### src/rtl/core/nsp_fifo.sv
// ----------------------------------------------------------------------------
// nsp_fifo: small register queue
// Holds records between two parts of the block; reports its fill level so
// the writer can reserve room ahead.
// ----------------------------------------------------------------------------
module nsp_fifo #(
	parameter int  DEPTH = 4,
	parameter type T     = logic [7:0]
) (
	input  logic                         clk,
	input  logic                         arst_n,
	input  logic                         push,
	input  T                             push_data,
	input  logic                         pop,
	output T                             pop_data,
	output logic                         not_empty,
	output logic [$clog2(DEPTH+1)-1:0]   count
);

	localparam int PTR_W = (DEPTH > 1) ? $clog2(DEPTH) : 1;
	localparam int CNT_W = $clog2(DEPTH + 1);

	T                   mem_q [DEPTH];
	logic [PTR_W-1:0]   wr_ptr_q;
	logic [PTR_W-1:0]   rd_ptr_q;
	logic [CNT_W-1:0]   count_q;

	function automatic logic [PTR_W-1:0] next_ptr(input logic [PTR_W-1:0] p);
		begin
			return (p == PTR_W'(DEPTH - 1)) ? '0 : p + 1'b1;
		end
	endfunction

	always_ff @(posedge clk) begin
		if (push) begin
			mem_q[wr_ptr_q] <= push_data;
		end
	end

	always_ff @(posedge clk or negedge arst_n) begin
		if (!arst_n) begin
			wr_ptr_q <= '0;
			rd_ptr_q <= '0;
			count_q  <= '0;
		end else begin
			if (push) wr_ptr_q <= next_ptr(wr_ptr_q);
			if (pop)  rd_ptr_q <= next_ptr(rd_ptr_q);
			if (push && !pop) begin
				count_q <= count_q + 1'b1;
			end else if (pop && !push) begin
				count_q <= count_q - 1'b1;
			end
		end
	end

	assign pop_data  = mem_q[rd_ptr_q];
	assign not_empty = (count_q != '0);
	assign count     = count_q;

endmodule

### config.mk
export PLATFORM = sky130hd
export DESIGN_NAME = nsp_fifo
export DESIGN_NICKNAME = d
export VERILOG_FILES = /design/src/rtl/core/nsp_fifo.sv
export SDC_FILE = /design/constraint.sdc
export NUM_CORES = 1
export LEC_CHECK = 0
export BUFFER_PORTS_ARGS = -buffer_cell sky130_fd_sc_hd__buf_2
export CORE_MARGIN = 1.5
export CORE_UTILIZATION = 49
export CTS_BUF_LIST = sky130_fd_sc_hd__clkbuf_8
export DETAILED_ROUTE_END_ITERATION = 7
export PLACE_DENSITY = 0.76
export SLEW_MARGIN = 15
export SYNTH_ARGS = -nofsm -noshare
export SYNTH_HDL_FRONTEND = slang
export SYNTH_SLANG_ARGS = --single-unit
export TNS_END_PERCENT = 100
### constraint.sdc
create_clock -name clk -period 1.44 [get_ports clk]
set_input_delay 0.144 -clock clk [delete_from_list [all_inputs] [get_ports clk]]
set_output_delay 0.144 -clock clk [all_outputs]
set_load 0.005 [all_outputs]
; ---- Yosys cells after proc, flatten, opt, wreduce, memory -nomap -nowiden
; Memories as Yosys holds them, arrays and structs flattened.
; Cells that the tools add are included.
[word_totals]
wordCells = 22
output_inout_bits = 12
reg_bits = 7
mem_bits_rw = 32
mem_count = 1
[memory_table]
columns = memory, words, word_bits, rd, rd_clocked_by_memory_dff, wr, line
row1 = mem_q, 4, 8, 1, 0, 1, 23  ; T mem_q [DEPTH];
[classes]
n_mux = 6
eq_ne = 2
n_reduce_logical = 6
add_sub_neg = 4
[op_table]
columns = cell, n
row1 = $mux 3, 2
row2 = $add 2x1->2 const B, 2
row3 = $eq 2x2->1 const B, 2
row4 = $mux 2, 2
row5 = $add 3x1->3 const B, 1
row6 = $reduce_bool 3->1, 1
row7 = $sub 3x1->3 const B, 1
row8 = $logic_and 1x1->1, 2
row9 = $logic_not 1->1, 2
row10 = $mux 1, 2
row11 = $reduce_bool 2->1, 1

; ---- Longest topological paths before layout
[logic_depth]
ltp_word = 4
mapped_depth = 7

; ---- Least setup slack after synthesis
; Ideal clock, no wire load.
[synth_path]
path_kind = reg-to-reg
startpoint = register count_q[0], in the netlist count[0]
endpoint = register count_q[2], in the netlist count[2]
t_arrival_ns = 1.227
stages_incl_launch_ff = 5
path_slack_ns = 0.134
required_ns = 1.361
setup_time_ns = 0.079
cell_sequence = dfrtp_1 fa_1 xor2_1 nor2_1 xor2_1
[synth_between]
elab_chain_cells = 3
word_cells_on_any_way = 4
[synth_lines]
columns = element, line
row1 = from (decl), 26  ; logic [CNT_W-1:0] count_q;
row2 = from (signal assigned), 49  ; count_q <= count_q + 1'b1;
row3 = from (signal assigned), 51  ; count_q <= count_q - 1'b1;
row4 = $sub 3x1->3, 51
row5 = $mux 3, 50  ; end else if (pop && !push) begin
row6 = $mux 3 (*), 48  ; if (push && !pop) begin
; Every way passes the cells marked *; elsewhere a longest branch is shown, timed or not. The select of a mux whose other input is x is not followed.
; A chain may end at the register's enable or synchronous reset.

==> impl_metrics.yaml <==
cts:
  numCtsBuffers: 5
  cts_buffer_depth: 2
  cts.sinks: 39
  htreeDepth: 2
  cts_tree: "built"
  clock_latency_ps: 280
  clockRootBuffer: "clkbuf_8"
  clk_pin_slew_ps: 70
yosys:
  synth.area.top_cells: "edfxtp_1 62%, mux4_2 12%, dfrtp_1 11%"
  ys_types: 18
  synth-seq-area-share: 0.728
  syn_area_sq_mm: 0.00156
  ys_ff_latch: 39
  netlist_instances: 78
  synth.net_count: 97
  synth_top_area_frac: 0.615
  yosys.area.top_type: "edfxtp_1"
  avgSynthCellArea_sq_um: 20.0
  ys_warn_count: 0
floorplanning:
  dieHeight_um: 59.5
  placementRows: 20
  dieWidth_um: 59.5
  core_sq_mm: 0.00303
  die_area_sq_mm: 0.00353
  pin_count: 24
  start_util: 0.516
final_layout:
  syn_to_final_growth_pct: 26.6
  final_common_cell: "edfxtp_1"
  diodes: 0
  layout_common_cells: "32 x edfxtp_1, 23 x buf_2, 8 x mux4_2, 6 x ha_1, 6 x buf_4"
  drive_gt1_frac: 0.449
  fillers: 199
  final_nets: 136
  fin_cells: 162
global_route:
  grt_pass1_vias: 814
  grt-ovfl-total: 0
  gr-usage-all-layers: 0.161
  antenna_found_initial: 0
  grt_pass1_wl_um: 3830
  grt_max_degree: 13
placed_design:
  gp_congestion: 0.647
  portBuffers: 23
  dpl.cell_count: 153
  dp_hpwl_um: 1700
timing:
  worst_pin_slew_ps: 253
  finalCritPeriodShare: 1.12
  fmax_mhz: 622
  hold_viol: 0
  whs_ps: 77.2
  min_period_ps: 1610
  finClkSkew_ps: 3.53
  finalMaxSlewViolations: 0
  layout_setup_ws_ps: -167
  relSlewSlack: 0.831
  grt_setup_unrepaired: "true"
  setup_viol_count_final: 8
hold_path:
  hold_depth: 1
  worstHoldPathType: "in2reg"
worst_setup_path:
  endpoint_kind: "primary output"
  cp_max_fo: 6
  arrival_ps: 1460
  startpoint_type: "register"
  critical_path_class: "reg2out"
  critPathRequiredTime_ps: 1300
  r2r_cells: 4
route:
  vias_per_cell: 4.92
  drc_errors: 0
  first_pass_iters: 4
  vias: 797
  wl_per_cell_um: 14.6
  totalWireLength_um: 2370
  drtIter0Drc: 22
  ant_nets: 0
pwr:
  power_density_mw_per_mm2: 1920
  total_leakage_power_uw: 0.000772
  total_power_uw: 3790
  vdd.ir_drop.worst_v: 0.00118
status:
  status: "complete, but fails checks"
  violations: "negative setup slack"
job:
  drv_cap: 0
final timing paths:
path                              start           to  slack, ps
setup / recovery            rd_ptr_q[0]  pop_data[1]       -170
hold / removal             push_data[1]  mem_q[1][1]         80
setup reg to reg               count[0]     count[2]         80
hold reg to reg                count[2]     count[2]        510
max in group asynchronous        arst_n  rd_ptr_q[0]       1050
min in group asynchronous        arst_n     count[2]        210
repair_timing:
action / 4_1_cts / 5_1_grt
setup buffers: 0 / 0
endpoints found under the hold margin: 7 / 0
gates resized for setup: 0 / 3
setup endpoints to repair: 8 / 8
hold buffers: 1 / 0
final cells by class:
cell class	instances	area [sq um]	share of cell area
Clock buffer	5	68.8	0.0348
Sequential cell	39	1140	0.576
Inverter	4	15.0	0.00759
Timing Repair Buffer	34	241	0.122
Clock inverter	3	63.8	0.0323
Multi-Input combinational cell	33	394	0.199
Tap cell	44	55.1	0.0278
registers in the layout, summed over array words and instances, names as in the netlist:
signal,cells
mem_q,32
count,3
rd_ptr_q,2
wr_ptr_q,2
Yosys cell counts:
cell       n
xnor2_1    1
a21o_2     1
dfrtp_1    7
nand2_1    2
or3_1      1
inv_1      4
buf_6      1
buf_2      1
nor3_1     1
fa_1       1
xor2_1     2
edfxtp_1  32
and2_1     4
nor2_1     2
o21ai_0    2
mux4_2     8
mux2_2     2
ha_1       6
cell families (layout without fill, tap and decap cells):
group,Yosys count,count (layout),synth area share
buffers and inverters,6,46,0.0200
XOR/XNOR,3,3,0.0168
adder cells (fa/ha/maj),7,7,0.0609
AO/OA/AOI/OAI,3,3,0.0120
multiplexers,10,10,0.130
flip-flops,39,39,0.728
AND/OR/NAND/NOR,10,10,0.0329
report_power, final:
group / internal (uW) / switching, uW / total (uW)
combinational: 658 / 428 / 1090
clock: 685 / 352 / 1040
sequential: 1490 / 178 / 1660
through the flow:
stage / worst slack (ps) / cell area [sq um] / utilization / TNS [ps]
final: -167 / 1980 / 0.653 / -1170
after global routing: -233 / 1980 / 0.653 / -1670
after CTS: -221 / 1970 / 0.651 / -1660
after detailed placement: -44.0 / 1830 / 0.604 / -44.0
after global placement: 54.3 / 1830 / 0.604 / 0
after floorplan: 134 / 1560 / - / 0
worst max-delay path, stage by stage (launching register included):
cell	delay, ps
dfrtp_2	410
buf_12	140
mux4_2	490
buf_2	140
layer usage:
layer | part of all wire | global-route usage | vias up | wire [um]
met5 | 0 | 0 | - | 0
met2 | 0.52 | 0.240 | 23 | 1230
li1 | - | - | 375 | -
met3 | 0.035 | 0.0721 | 2 | 82
met1 | 0.44 | 0.204 | 397 | 1050
met4 | 0.0034 | 0.0682 | 0 | 8
Power figures use the tool's default switching activity.
