## src/rtl/core/nsp_pkg.sv

```systemverilog
// ----------------------------------------------------------------------------
// nsp_pkg: shared types and constants of the palette colorizer
// Request kinds, register indexes, queue sizes and the records that move
// between the front end, the work queue and the back end.
// ----------------------------------------------------------------------------
package nsp_pkg;

	localparam int LINE_DEPTH_DEF    = 4096;
	localparam int PALETTE_DEPTH_DEF = 16;

	localparam int IDX_W    = 12;
	localparam int DATA_W   = 24;
	localparam int ROW_W    = 12;
	localparam int SCALE_W  = 24;
	localparam int NCOL_W   = 5;
	localparam int FRAC_W   = 16;
	localparam int PROD_W   = IDX_W + SCALE_W;
	localparam int SRC_W    = PROD_W - FRAC_W;
	localparam int LINES_W  = 13;
	localparam int PIX_W    = 8;
	localparam int CFG_IDX_W = 2;

	localparam logic [LINES_W-1:0] LINES_MAX = '1;

	localparam int MID_DEPTH  = 4;
	localparam int MID_CNT_W  = $clog2(MID_DEPTH + 1);
	localparam int OUT_DEPTH  = 4;
	localparam int OUT_CNT_W  = $clog2(OUT_DEPTH + 1);

	localparam logic [CFG_IDX_W-1:0] CFG_INV_SCALE  = 2'd0;
	localparam logic [CFG_IDX_W-1:0] CFG_NUM_COLORS = 2'd1;

	typedef enum logic [1:0] {
		REQ_PAL_WR    = 2'd0,
		REQ_SRC_WR    = 2'd1,
		REQ_ROW_START = 2'd2,
		REQ_PIXEL     = 2'd3
	} req_e_t;

	typedef struct packed {
		req_e_t             req;
		logic [IDX_W-1:0]   idx;
		logic [DATA_W-1:0]  data;
		logic [SRC_W-1:0]   scaled;
		logic               row_zero;
		logic [1:0]         phase;
	} work_t;

	typedef struct packed {
		logic               take;
		logic [DATA_W-1:0]  rgb;
	} res_t;

	function automatic logic [1:0] mod3_row(input logic [ROW_W-1:0] v);
		logic [4:0] s;
		begin
			s = '0;
			for (int i = 0; i < ROW_W / 2; i++) begin
				s = s + 5'(v[2*i +: 2]);
			end
			if (s >= 5'd12) s = s - 5'd12;
			if (s >= 5'd6)  s = s - 5'd6;
			if (s >= 5'd3)  s = s - 5'd3;
			return s[1:0];
		end
	endfunction

endpackage

```

## src/rtl/core/nsp_front.sv

```systemverilog
// ----------------------------------------------------------------------------
// nsp_front: request intake and coordinate scaling
// Accepts request beats, scales the column or row by the inverse scale and
// hands a classified work record to the work queue.
// ----------------------------------------------------------------------------
module nsp_front (
	input  logic                             clk,
	input  logic                             arst_n,
	input  logic                             s_tvalid,
	output logic                             s_tready,
	input  logic [47:0]                      s_tdata,
	input  logic [1:0]                       s_tuser,
	input  logic [nsp_pkg::SCALE_W-1:0]      inv_scale,
	input  logic [nsp_pkg::MID_CNT_W-1:0]    mid_count,
	output logic                             work_valid,
	output nsp_pkg::work_t                   work
);

	import nsp_pkg::*;

	logic               accept;
	req_e_t             req;
	logic [IDX_W-1:0]   idx;
	logic [DATA_W-1:0]  data;
	logic [ROW_W-1:0]   row;
	logic [IDX_W-1:0]   operand;
	logic [PROD_W-1:0]  product;
	logic               v_s1;
	work_t              work_s1;

	assign req  = req_e_t'(s_tuser);
	assign idx  = s_tdata[IDX_W-1:0];
	assign data = s_tdata[IDX_W +: DATA_W];
	assign row  = s_tdata[IDX_W + DATA_W +: ROW_W];

	assign s_tready = ((MID_CNT_W + 1)'(mid_count) + (MID_CNT_W + 1)'(v_s1))
		< (MID_CNT_W + 1)'(MID_DEPTH);
	assign accept = s_tvalid && s_tready;

	assign operand = (req == REQ_ROW_START) ? row : idx;
	assign product = PROD_W'(operand) * PROD_W'(inv_scale);

	always_ff @(posedge clk or negedge arst_n) begin
		if (!arst_n) begin
			v_s1 <= 1'b0;
		end else begin
			v_s1 <= accept;
		end
	end

	always_ff @(posedge clk) begin
		if (accept) begin
			work_s1.req      <= req;
			work_s1.idx      <= idx;
			work_s1.data     <= data;
			work_s1.scaled   <= product[PROD_W-1:FRAC_W];
			work_s1.row_zero <= (row == '0);
			work_s1.phase    <= mod3_row(row);
		end
	end

	assign work_valid = v_s1;
	assign work       = work_s1;

endmodule

```

## config.mk

```make
export PLATFORM = sky130hd
export DESIGN_NAME = nsp_front
export DESIGN_NICKNAME = d
export VERILOG_FILES = /design/src/rtl/core/nsp_pkg.sv /design/src/rtl/core/nsp_front.sv
export SDC_FILE = /design/constraint.sdc
export NUM_CORES = 1
export LEC_CHECK = 0
export ABC_CLOCK_PERIOD_IN_PS = 2700
export BUFFER_PORTS_ARGS = -buffer_cell sky130_fd_sc_hd__buf_2
export CORE_AREA = 2 2 185 187
export DETAILED_ROUTE_END_ITERATION = 10
export DIE_AREA = 0 0 187 189
export GPL_TIMING_DRIVEN = 0
export SLEW_MARGIN = 20
export SYNTH_ARGS = -nofsm -noshare
export SYNTH_HDL_FRONTEND = slang
export SYNTH_SLANG_ARGS = --single-unit
```

## constraint.sdc

```tcl
create_clock -name clk -period 2.7 [get_ports clk]
set_clock_uncertainty 0.1 [all_clocks]
set_input_delay 0 -clock clk [delete_from_list [all_inputs] [get_ports clk]]
set_output_delay 0 -clock clk [all_outputs]
set_load 0.05 [all_outputs]
```

# [Word-level counts from Yosys, hierarchy flattened]
# Cells that the tools add are included.
[totals] reg_bits=62 in_bits=80 out_inout_bits=63 elab_cells=30
[classes] addsub=9 n_mul=1 order_cmp=4 eq_ne=1 mux=6 n_reduce_logical=2
[op_table] operator="12-bit by 24-bit multiplier with 36-bit output" count=1
[op_table] operator="5-bit two-way mux" count=4
[op_table] operator="12-bit logical NOT" count=1
[op_table] operator="12-bit two-way mux" count=1
[op_table] operator="5-bit by 2-bit adder with 5-bit output" count=2
[op_table] operator="4-bit by 2-bit adder with 5-bit output" count=1
[op_table] operator="5-bit by 2-bit >= comparator with 1-bit output, second input constant" count=1
[op_table] operator="5-bit by 3-bit >= comparator with 1-bit output, second input constant" count=1
[op_table] operator="5-bit by 4-bit >= comparator with 1-bit output, second input constant" count=1
[op_table] operator="5-bit by 3-bit subtractor with 5-bit output, second input constant" count=1
[op_table] operator="5-bit by 4-bit subtractor with 5-bit output, second input constant" count=1
[op_table] operator="3-bit by 1-bit adder with 4-bit output" count=1
[op_table] operator="3-bit by 2-bit adder with 4-bit output" count=1
[op_table] operator="4-bit by 3-bit less-than comparator with 1-bit output, second input constant" count=1
[op_table] operator="2-bit by 2-bit adder with 3-bit output" count=1
[op_table] operator="2-bit == test, second input constant" count=1
[op_table] operator="2-bit two-way mux" count=1
[op_table] operator="2-bit subtractor, second input constant" count=1
[op_table] operator="1-bit logical AND" count=1

# [Logic depth before layout (Yosys ltp)]
# Gate-level depths: netlist of run 1.
[logic_depth] depth_word=13 ltp_mapped=25 depth_no_buf=22

# [Least setup slack after synthesis of run 1]
# No wires, ideal clock.
[synth_path] path_kind="in2reg" start="input port s_tuser[0]" end="register work_s1, in the netlist work[22] (data pin)" setup_time_ns=0.261 arrival_time_ns=5.383 t_required_ns=2.339 path_slack_ns=-3.044 stages=23 n_path_buf=4 cell_sequence="nand2b_1 -> buf_2 -> clkbuf_1 -> mux2_2 -> clkbuf_1 -> nand2_1 -> fa_1 -> inv_1 -> fa_1 -> inv_1 -> fa_1 -> inv_1 -> fa_1 -> fa_1 -> ha_1 -> buf_2 -> and3_1 -> nor2b_1 -> a2bb2oi_1 -> o221ai_1 -> a31oi_2 -> nand2b_1 -> a311o_1"
[synth_between] elab_chain_cells=3
[synth_rtl] element="from (decl)" line="nsp_front.sv:12" rtl="input logic [1:0] s_tuser,"
[synth_rtl] element="2-bit == test" line="nsp_front.sv:40" rtl="assign operand = (req == REQ_ROW_START) ? row : idx;"
[synth_rtl] element="12-bit two-way mux" line="nsp_front.sv:40"
[synth_rtl] element="12-bit by 24-bit multiplier with 36-bit output" line="nsp_front.sv:41" rtl="assign product = PROD_W'(operand) * PROD_W'(inv_scale);"
[synth_rtl] element="named net product[35]" line="nsp_front.sv:27" rtl="logic [PROD_W-1:0] product;"
[synth_rtl] element="to (decl)" line="nsp_front.sv:29" rtl="work_t work_s1;"
# The timed path passes the listed nets, and every way through them passes these cells.
# A chain may end at the register's enable or synchronous reset.

# [Final worst setup path of run 1]
[layout_path] start="input port s_tuser[0]" end="register work_s1, in the netlist work[17] (data pin)"
# The elaborated chain is that of the path after synthesis.

==> results of run 1 <==
-- worst max-delay path: cells and delay by family --
| kind | cells | cell delay, ns |
|---|---|---|
| buf+inv | 6 | 0.67 |
| simple gates | 3 | 0.47 |
| compound gates | 6 | 1.29 |
| fa+ha+maj | 6 | 2.69 |
| mux | 1 | 0.36 |
-- logic make-up after synthesis --
kind of cell / count (synthesis) / share of synthesized area, %
and+or+nand+nor: 384 / 15.4
AOI/OAI and AO/OA: 120 / 7.25
buffers and inverters: 317 / 10.5
DFF: 62 / 16.1
muxes: 14 / 1.30
adders and majority gates: 303 / 47.7
xor gates and xnor gates: 23 / 1.75
-- repair_timing --
item | in CTS | in global routing
cloned | 1 | 0
gates resized for setup | 100 | 66
hold buffers | 43 | 0
buffers inserted | 33 | 26
pin swaps | 50 | 55
hold endpoints to repair | 40 | 0
endpoints found under the setup margin | 22 | 22
-- layout make-up --
cell class	instances	area [sq um]	share of cell area [%]
clock inverters	6	37.5	0.248
repair buffers	245	1730	11.4
plain buffers	58	498	3.28
diodes	3	7.51	0.0495
clock buffers	10	229	1.51
flip-flops and latches	62	1860	12.2
inverters	258	968	6.39
multi-input cells	844	9280	61.2
well taps	448	561	3.70
-- metrics by stage --
step,util [%],hold slack (ns)
final,45.6,0.154
after global routing,45.6,0.147
after CTS,44.2,0.146
after detailed placement,40.0,-0.323
after global placement,40.0,-0.325
after floorplan,-,-0.396
-- per-layer routing --
layer  wire, um  share of wire, %  GRT usage, %
met2      17300                51          35.1
met3       1650               4.9          3.24
met1      13500                40          23.7
met5          0                 0             0
met4       1340               4.0          8.21
-- cell usage in the layout (no fill, tap or decap), types with 8 or more instances in the layout --
master and count:
a21o_1 10, a21oi_1 19, a21oi_2 14, and2_1 84, buf_2 140, buf_4 47, buf_6 20, buf_8 8
clkbuf_1 28, clkbuf_16 13, dlygate4sd3_1 43, edfxtp_1 61, fa_1 214, fa_2 12, ha_1 57, ha_4 18
inv_1 249, inv_2 9, nand2_1 214, nand2_2 17, nand3_1 8, nor2_1 11, xnor2_1 17
-- registers in the layout (all words and copies together), names as in the netlist --
signal	flops
work_valid	1
work	61
-- worst max-delay path by stage --
stage | start | end | slack [ns] | depth (start not counted)
5_1_grt | s_tuser[0] | work[22]$_DFFE_PP_ | -2.88 | 23
6_report | s_tuser[0] | work[17]$_DFFE_PP_ | -2.76 | 22
3_3_place_gp | s_tuser[0] | work[22]$_DFFE_PP_ | -3.59 | 22
3_5_place_dp | s_tuser[0] | work[22]$_DFFE_PP_ | -3.63 | 22
4_1_cts | s_tuser[0] | work[22]$_DFFE_PP_ | -2.76 | 22
2_1_floorplan | s_tuser[0] | work[22]$_DFFE_PP_ | -2.67 | 23
==> insert_results.sql, run 1 <==
INSERT INTO impl_metrics (metric_group, metric, value, unit) VALUES
('timing', 'worst_max_slew_margin_expressed_relative_to_the_limit', '43.2', '%'),
('routing', 'route.vias.total', '9571', ''),
('logic_synthesis', 'synth.most_common_cell', 'inv_1', ''),
('logic_synthesis', 'synth.lib_cells_used.distinct', '60', ''),
('cells_and_area', 'area_growth_syn_to_layout', '31.7', '%'),
('setup_path', 'worstReg2RegStart', 'work_valid$_DFF_PN0_', ''),
('clock_network', 'cts_tree', 'done', ''),
('clock_network', 'cts_sinks', '62', ''),
('place', 'total_placed_instance_area', '13300', 'sq um'),
('setup_path', 'crit_path_end_kind', 'register', ''),
('cells_and_area', 'filler_cell_count', '3180', ''),
('place', 'post-place-ws', '-3.63', 'ns'),
('place', 'placed_cells_incl_taps', '1813', ''),
('setup_path', 'critical_path.cell_chain', 'buf_6 -> nand2b_4 -> buf_4 -> mux2_4 -> buf_8 -> and2_1 -> fa_1 -> inv_2 -> fa_2 -> inv_2 -> fa_2 -> fa_2 -> fa_1 -> ha_4 -> o21a_1 -> o211a_4 -> a221oi_4 -> nand2_2 -> o21ai_4 -> buf_6 -> o2111ai_1 -> o311a_1', ''),
('clock_network', 'clock_latency', '0.35', 'ns'),
('outcome', 'failed_checks', 'setup timing', ''),
('setup_path', 'timing.critical_path.arrival', '5.48', 'ns'),
('timing', 'min_period', '5.46', 'ns'),
('die', 'core_region_area', '33300', 'sq um'),
('place', 'dp_wirelength', '25600', 'um'),
('logic_synthesis', 'async_reset_ff_share', '1.61', '%'),
('die', 'top_level_pins', '143', ''),
('setup_path', 'crit_path_max_fanout', '10', ''),
('timing', 'min_period_over_period', '202', '%'),
('hold_path', 'worstHoldPathCells', '3', ''),
('clock_network', 'cts_htree_levels', '3', ''),
('timing', 'count_of_final_hold_check_violations', '0', ''),
('hold_path', 'timing.hold.worst.start', 's_tdata[44]', ''),
('logic_synthesis', 'area_share_of_the_largest_cell_type_after_synthesis', '39.3', '%'),
('logic_synthesis', 'synth_flop_cell', 'edfxtp_1', ''),
('global_route', 'grt_antenna_before_repair', '4', ''),
('hold_path', 'min_path_type', 'in -> reg', ''),
('routing', 'ant_nets', '0', ''),
('setup_path', 'critical_path.most_common_cell', 'fa_2', ''),
('clock_network', 'cts_made_buffers', '9', ''),
('logic_synthesis', 'synth-edff-count', '61', ''),
('hold_path', 'holdPathEnd', 'work[0]$_DFFE_PP_', ''),
('die', 'floorplan.rows', '67', ''),
('cells_and_area', 'final_area', '15200', 'sq um'),
('cells_and_area', 'nets', '1861', ''),
('logic_synthesis', 'syn_area', '11500', 'sq um'),
('die', 'die_height', '189', 'um'),
('logic_synthesis', 'synth_cells', '1223', ''),
('logic_synthesis', 'yosysWarnings', '0', ''),
('timing', 'finalSetupViolCount', '22', ''),
('timing', 'final_critical_path_setup_slack', '-2.76', 'ns'),
('logic_synthesis', 'synth.top_cells.by_area', 'fa_1 (39%), edfxtp_1 (16%), inv_1 (8.4%)', ''),
('routing', 'drt_iter0_markers', '454', ''),
('timing', 'final_max_slew_viol_count', '0', ''),
('clock_network', 'clockRootBuffer', 'clkbuf_16', ''),
('cells_and_area', 'drive_above_1_share', '26.0', '%'),
('setup_path', 'worstSetupPathType', 'in -> reg', ''),
('routing', 'dr.pass1.iters', '5', ''),
('clock_network', 'ctsLongestPathBuffers', '2', ''),
('routing', 'vias_per_cell', '4.95', ''),
('die', 'fp.dieW', '187', 'um'),
('logic_synthesis', 'postSynthAreaPerCell', '9.41', 'sq um'),
('routing', 'wire_per_inst', '17.4', 'um'),
('logic_synthesis', 'synth_sequential_area_ratio', '16.1', '%'),
('timing', 'grt_setup_unrepaired', 'true', ''),
('routing', 'drc', '0', ''),
('global_route', 'grt_first_pass_wirelength', '54100', 'um'),
('setup_path', 'r2r_end', 'work[5]$_DFFE_PP_', ''),
('setup_path', 'crit_path_top_delay_cell', 'fa_2', ''),
('job', 'max_cap_violations', '0', ''),
('logic_synthesis', 'synthesis.nets', '1606', ''),
('die', 'floorplan.initialDensity', '34.6', '%'),
('setup_path', 'worst-r2r-cell-count', '2', ''),
('setup_path', 'cp_slowest_stage_delay', '0.56', 'ns'),
('outcome', 'outcome', 'finished, violations left', ''),
('timing', 'tightest_slew', '0.852', 'ns');
Power of run 1 is not shown: default switching activity piles up to over one toggle a cycle in this logic, so the estimate is an artifact.
==> run 2, diff against run 1 <==
- ABC_CLOCK_PERIOD_IN_PS: 2700 -> 5100
- PLACE_DENSITY_LB_ADDON: default -> 0.1
- SETUP_SLACK_MARGIN: default -> 0.05
- clock period: 2.7 -> 5.1 ns (I/O delays scaled with it)
==> insert_results.sql, run 2 (synthesis results as in run 1) <==
INSERT INTO impl_metrics (metric_group, metric, value, unit) VALUES
('place', 'count_of_input_and_output_buffers', '142', ''),
('setup_path', 'r2r_end', 'work[33]$_DFFE_PP_', ''),
('place', 'globalplace.congestion', '0.815', ''),
('timing', 'finalSetupViolCount', '17', ''),
('clock_network', 'clock_latency', '0.35', 'ns'),
('setup_path', 'crit_path_end_kind', 'register', ''),
('die', 'top_level_pins', '143', ''),
('timing', 'grt_setup_unrepaired', 'true', ''),
('cells_and_area', 'mostFrequentLayoutCell', 'inv_1', ''),
('die', 'die_area', '35300', 'sq um'),
('timing', 'fmax_achieved', '181', 'MHz'),
('timing', 'min_period_over_period', '108', '%'),
('die', 'floorplan.initialDensity', '34.6', '%'),
('setup_path', 'startpoint', 's_tuser[0]', ''),
('hold_path', 'min_path_type', 'in -> reg', ''),
('global_route', 'grt_first_pass_wirelength', '55900', 'um'),
('routing', 'vias_per_cell', '4.79', ''),
('die', 'fp.dieW', '187', 'um'),
('place', 'dp_wirelength', '27600', 'um'),
('outcome', 'outcome', 'finished, violations left', ''),
('clock_network', 'clockRootBuffer', 'clkbuf_16', ''),
('setup_path', 'worst-r2r-cell-count', '3', ''),
('cells_and_area', 'layout.cells.most_common_list', 'inv_1 (253), fa_1 (214), nand2_1 (212)', ''),
('global_route', 'global_route.overflow_total', '0', ''),
('timing', 'tightest_slew', '0.669', 'ns'),
('routing', 'route.vias.total', '9234', ''),
('timing', 'final_max_slew_viol_count', '0', ''),
('routing', 'wire_per_inst', '17.8', 'um'),
('timing', 'count_of_final_hold_check_violations', '0', ''),
('clock_network', 'cts_sinks', '62', ''),
('die', 'core_region_area', '33300', 'sq um'),
('timing', 'min_period', '5.53', 'ns'),
('cells_and_area', 'final_area', '15100', 'sq um'),
('setup_path', 'worstSetupPathType', 'in -> reg', ''),
('clock_network', 'cts_htree_levels', '3', ''),
('clock_network', 'ctsLongestPathBuffers', '2', ''),
('setup_path', 'worst_setup_path_endpoint', 'work[22]$_DFFE_PP_', ''),
('outcome', 'failed_checks', 'setup timing', ''),
('routing', 'drt_iter0_markers', '450', ''),
('setup_path', 'timing.critical_path.from_type', 'input port', ''),
('clock_network', 'cts_made_buffers', '9', ''),
('routing', 'drc', '0', ''),
('timing', 'worst_max_slew_margin_expressed_relative_to_the_limit', '55.4', '%'),
('die', 'floorplan.rows', '67', ''),
('routing', 'dr.pass1.iters', '5', ''),
('job', 'max_cap_violations', '0', ''),
('setup_path', 'critical_path_required', '5.10', 'ns'),
('routing', 'totalWireLength', '34300', 'um'),
('setup_path', 'regToRegSetupSlack', '3.37', 'ns'),
('cells_and_area', 'layout.area.seq', '1860', 'sq um'),
('cells_and_area', 'multiInputGateArea', '9200', 'sq um'),
('global_route', 'grt_antenna_before_repair', '1', ''),
('global_route', 'largest_net_degree_at_the_start_of_global_routing', '41', ''),
('setup_path', 'worstReg2RegStart', 'work_valid$_DFF_PN0_', ''),
('global_route', 'grtUsageTotal', '20.8', '%'),
('clock_network', 'cts_tree', 'done', ''),
('routing', 'ant_nets', '0', ''),
('cells_and_area', 'filler_cell_count', '3298', ''),
('cells_and_area', 'area_growth_syn_to_layout', '31.0', '%'),
('cells_and_area', 'finish.utilization', '45.3', '%'),
('die', 'die_height', '189', 'um'),
('setup_path', 'timing.critical_path.arrival', '5.53', 'ns'),
('global_route', 'via_count_of_the_first_global_routing_pass', '10231', ''),
('cells_and_area', 'drive_above_1_share', '25.2', '%'),
('timing', 'final_critical_path_setup_slack', '-0.428', 'ns'),
('cells_and_area', 'number_of_flip_flops_under_the_largest_register_name', '61', ''),
('cells_and_area', 'nets', '1855', ''),
('clock_network', 'cts.clk_slew.worst_paths', '0.06', 'ns'),
('setup_path', 'crit_path_max_fanout', '8', ''),
('place', 'total_placed_instance_area', '13200', 'sq um');
==> run 2: cell count changes in the layout (fill, tap and decap cells not counted), moves of 3 or more <==
| cell | previous run | this run |
|---|---|---|
| buf_2 | 140 | 143 |
| inv_2 | 9 | 5 |
| o21ai_1 | 6 | 3 |
| bufinv_16 | 0 | 3 |
| clkbuf_8 | 5 | 8 |
| buf_4 | 47 | 38 |
| clkbuf_2 | 0 | 4 |
| buf_6 | 20 | 12 |
| o21ai_0 | 6 | 10 |
| ha_4 | 18 | 15 |
| inv_1 | 249 | 253 |
==> run 2: final cells by class <==
class | count | area share [%]
Buffer | 57 | 3.08
Sequential cell | 62 | 12.3
Timing Repair Buffer | 240 | 11.2
Multi-Input combinational cell | 844 | 61.0
Clock buffer | 9 | 1.49
Clock inverter | 7 | 0.788
Inverter | 258 | 6.42
Tap cell | 448 | 3.72
Antenna cell | 1 | 0.0166
==> run 2: how the worst min path moves through the flow <==
stage / startpoint / endpoint / slack [ns] / cells past startpoint
2_1_floorplan: arst_n / work_valid$_DFF_PN0_ / -0.40 / 0
6_report: s_tvalid / work[28]$_DFFE_PP_ / 0.09 / 2
3_3_place_gp: arst_n / work_valid$_DFF_PN0_ / -0.33 / 1
5_1_grt: s_tvalid / work[28]$_DFFE_PP_ / 0.11 / 2
3_5_place_dp: arst_n / work_valid$_DFF_PN0_ / -0.32 / 1
4_1_cts: s_tvalid / work[28]$_DFFE_PP_ / 0.09 / 2
==> run 2: repair_timing <==
action / CTS / global route
endpoints found under the hold margin: 40 / 0
buffers inserted: 45 / 8
gates resized for setup: 131 / 37
hold buffers: 43 / 0
endpoints found under the setup margin: 20 / 22
pin swaps: 76 / 42
gates cloned: 1 / 0
==> run 2: stage by stage <==
| stage | hold WS [ns] | setup TNS (ns) | cells | setup slack (ns) |
|---|---|---|---|---|
| detailed placement | -0.324 | -20.15 | 1814 | -1.27 |
| global placement | -0.325 | -20.13 | 1813 | -1.29 |
| finish | 0.0859 | -4.83 | 1926 | -0.428 |
| global route | 0.108 | -7.64 | 1926 | -0.582 |
| floorplan | -0.396 | -1.58 | 1223 | -0.269 |
| CTS | 0.0876 | -3.60 | 1918 | -0.394 |
==> run 2: routing by layer <==
metal	share of wire (%)	GRT usage [%]
met1	43	26.5
met5	0	0
met2	51	37.2
met4	2.0	5.28
met3	3.7	2.63
==> run 2: worst max-delay path, stage by stage <==
cell and delay (ns):
buf_6 0.09, nand2b_4 0.13, buf_12 0.14, clkbuf_16 0.16, mux2_4 0.35, clkbuf_16 0.17, buf_8 0.13, nand2_2 0.07
fa_2 0.45, fa_2 0.52, inv_1 0.05, fa_2 0.49, fa_2 0.59, fa_2 0.45, ha_4 0.32, nand2_4 0.06
o21ai_2 0.22, a31oi_2 0.09, nor3b_2 0.17, buf_4 0.19, a31oi_4 0.14, nand2b_4 0.17, a311o_1 0.35
Power of run 2 is left out for the same reason.
==> run 3, diff against run 2 <==
- RECOVER_POWER: default -> 100
==> insert_results.sql, run 3 (synthesis results as in run 1) <==
INSERT INTO impl_metrics (metric_group, metric, value, unit) VALUES
('setup_path', 'worst-r2r-cell-count', '3', ''),
('die', 'fp.dieW', '187', 'um'),
('clock_network', 'cts_sinks', '62', ''),
('setup_path', 'timing.critical_path.arrival', '5.53', 'ns'),
('outcome', 'outcome', 'finished, violations left', ''),
('clock_network', 'clockRootBuffer', 'clkbuf_16', ''),
('clock_network', 'cts_tree', 'done', ''),
('job', 'max_cap_violations', '2', ''),
('setup_path', 'worstReg2RegStart', 'work_valid$_DFF_PN0_', ''),
('timing', 'count_of_final_hold_check_violations', '0', ''),
('cells_and_area', 'number_of_flip_flops_under_the_largest_register_name', '61', ''),
('setup_path', 'crit_path_max_fanout', '8', ''),
('timing', 'tightest_slew', '2.21', 'ns'),
('global_route', 'grtUsageTotal', '20.8', '%'),
('setup_path', 'startpoint', 's_tuser[0]', ''),
('cells_and_area', 'drive_above_1_share', '20.1', '%'),
('setup_path', 'critical_path_required', '5.10', 'ns'),
('routing', 'ant_nets', '0', ''),
('place', 'count_of_input_and_output_buffers', '142', ''),
('die', 'top_level_pins', '143', ''),
('clock_network', 'cts.clk_slew.worst_paths', '0.06', 'ns'),
('setup_path', 'timing.critical_path.from_type', 'input port', ''),
('cells_and_area', 'area_growth_syn_to_layout', '30.0', '%'),
('setup_path', 'regToRegSetupSlack', '1.02', 'ns'),
('die', 'floorplan.initialDensity', '34.6', '%'),
('cells_and_area', 'final_area', '15000', 'sq um'),
('routing', 'drt_iter0_markers', '441', ''),
('cells_and_area', 'mostFrequentLayoutCell', 'inv_1', ''),
('clock_network', 'cts_made_buffers', '9', ''),
('routing', 'wire_per_inst', '17.8', 'um'),
('outcome', 'failed_checks', 'capacitance limit, slew limit, setup timing', ''),
('global_route', 'largest_net_degree_at_the_start_of_global_routing', '41', ''),
('global_route', 'global_route.overflow_total', '0', ''),
('place', 'dp_wirelength', '27600', 'um'),
('cells_and_area', 'layout.cells.most_common_list', 'inv_1 (253), fa_1 (214), nand2_1 (212)', ''),
('routing', 'route.vias.total', '9237', ''),
('timing', 'final_max_slew_viol_count', '65', ''),
('setup_path', 'worst_setup_path_endpoint', 'work[22]$_DFFE_PP_', ''),
('cells_and_area', 'filler_cell_count', '3325', ''),
('timing', 'worst_max_slew_margin_expressed_relative_to_the_limit', '-47.6', '%'),
('timing', 'final_critical_path_setup_slack', '-0.425', 'ns'),
('routing', 'totalWireLength', '34300', 'um'),
('timing', 'min_period_over_period', '108', '%'),
('timing', 'grt_setup_unrepaired', 'true', ''),
('clock_network', 'clock_latency', '0.35', 'ns'),
('die', 'die_area', '35300', 'sq um'),
('place', 'globalplace.congestion', '0.815', ''),
('routing', 'drc', '0', ''),
('global_route', 'grt_antenna_before_repair', '1', ''),
('hold_path', 'timing.hold.worst.start', 's_tdata[44]', ''),
('cells_and_area', 'multiInputGateArea', '9200', 'sq um'),
('place', 'total_placed_instance_area', '13200', 'sq um'),
('clock_network', 'ctsLongestPathBuffers', '2', ''),
('clock_network', 'cts_htree_levels', '3', ''),
('setup_path', 'r2r_end', 'work[33]$_DFFE_PP_', ''),
('cells_and_area', 'layout.area.seq', '1860', 'sq um'),
('cells_and_area', 'nets', '1855', ''),
('hold_path', 'min_path_type', 'in -> reg', ''),
('timing', 'finalSetupViolCount', '17', ''),
('routing', 'dr.pass1.iters', '5', ''),
('die', 'floorplan.rows', '67', ''),
('timing', 'min_period', '5.53', 'ns'),
('setup_path', 'crit_path_end_kind', 'register', ''),
('setup_path', 'worstSetupPathType', 'in -> reg', ''),
('global_route', 'grt_first_pass_wirelength', '55900', 'um'),
('routing', 'vias_per_cell', '4.80', ''),
('die', 'core_region_area', '33300', 'sq um'),
('global_route', 'via_count_of_the_first_global_routing_pass', '10231', ''),
('timing', 'fmax_achieved', '181', 'MHz'),
('die', 'die_height', '189', 'um');
[run 3: changes by cell type in the layout (fill, tap and decap cells not counted)]
cell      before  now
buf_2        143   69
clkbuf_1      27  101
and2_0         0    1
and2_4         2    1
buf_12         6    5
clkbuf_2       4    5
[run 3: layout make-up]
cell class | instances | area share (%)
clock buffers | 9 | 1.50
flip-flops and latches | 62 | 12.4
inverters | 258 | 6.47
well taps | 448 | 3.74
repair buffers | 240 | 10.5
plain buffers | 57 | 3.10
clock inverters | 7 | 0.794
diodes | 1 | 0.0167
multi-input cells | 844 | 61.4
[run 3: how the worst min path moves through the flow]
stage / to / cells after the start
3_5_place_dp: work_valid$_DFF_PN0_ / 1
6_report: work[0]$_DFFE_PP_ / 3
5_1_grt: work[0]$_DFFE_PP_ / 3
2_1_floorplan: work_valid$_DFF_PN0_ / 0
4_1_cts: work[28]$_DFFE_PP_ / 2
3_3_place_gp: work_valid$_DFF_PN0_ / 1
[run 3: routing by layer]
metal  up-vias  part of all wire (%)  wire length, um  global-route usage (%)
met5         -                     0                0                       0
met3        32                   3.9             1340                    2.63
met2       180                    51            17600                    37.2
met4         0                   1.9              649                    5.28
met1      4754                    43            14800                    26.5
li1       4271                     -                -                       -
[run 3: critical path, cell delays in order]
cell and delay [ns]:
buf_6 0.09, nand2b_4 0.13, buf_12 0.14, clkbuf_16 0.16, mux2_4 0.35, clkbuf_16 0.17
buf_8 0.13, nand2_2 0.07, fa_2 0.45, fa_2 0.52, inv_1 0.05, fa_2 0.48
fa_2 0.59, fa_2 0.45, ha_4 0.32, nand2_4 0.05, o21ai_2 0.22, a31oi_2 0.10
nor3b_2 0.17, buf_4 0.19, a31oi_4 0.14, nand2b_4 0.17, a311o_1 0.35
[run 3: timing repair]
action | CTS | global route
pin swaps | 76 | 42
buffers inserted | 45 | 8
gates resized for setup | 131 | 37
setup endpoints to repair | 20 | 22
gates cloned | 1 | 0
hold buffers | 43 | 0
hold endpoints to repair | 40 | 0
[run 3: through the flow]
stage                     worst slack [ns]  setup TNS [ns]  util [%]  hold WS [ns]  instances
after floorplan                     -0.269           -1.58         -        -0.396       1223
after global placement               -1.29          -20.13      39.5        -0.325       1813
after detailed placement             -1.27          -20.15      39.6        -0.324       1814
after CTS                           -0.394           -3.60      44.8        0.0876       1918
after global routing                -0.582           -7.64      45.0         0.215       1926
final                               -0.425           -4.68      45.0         0.186       1926
Power of run 3 is left out for the same reason.
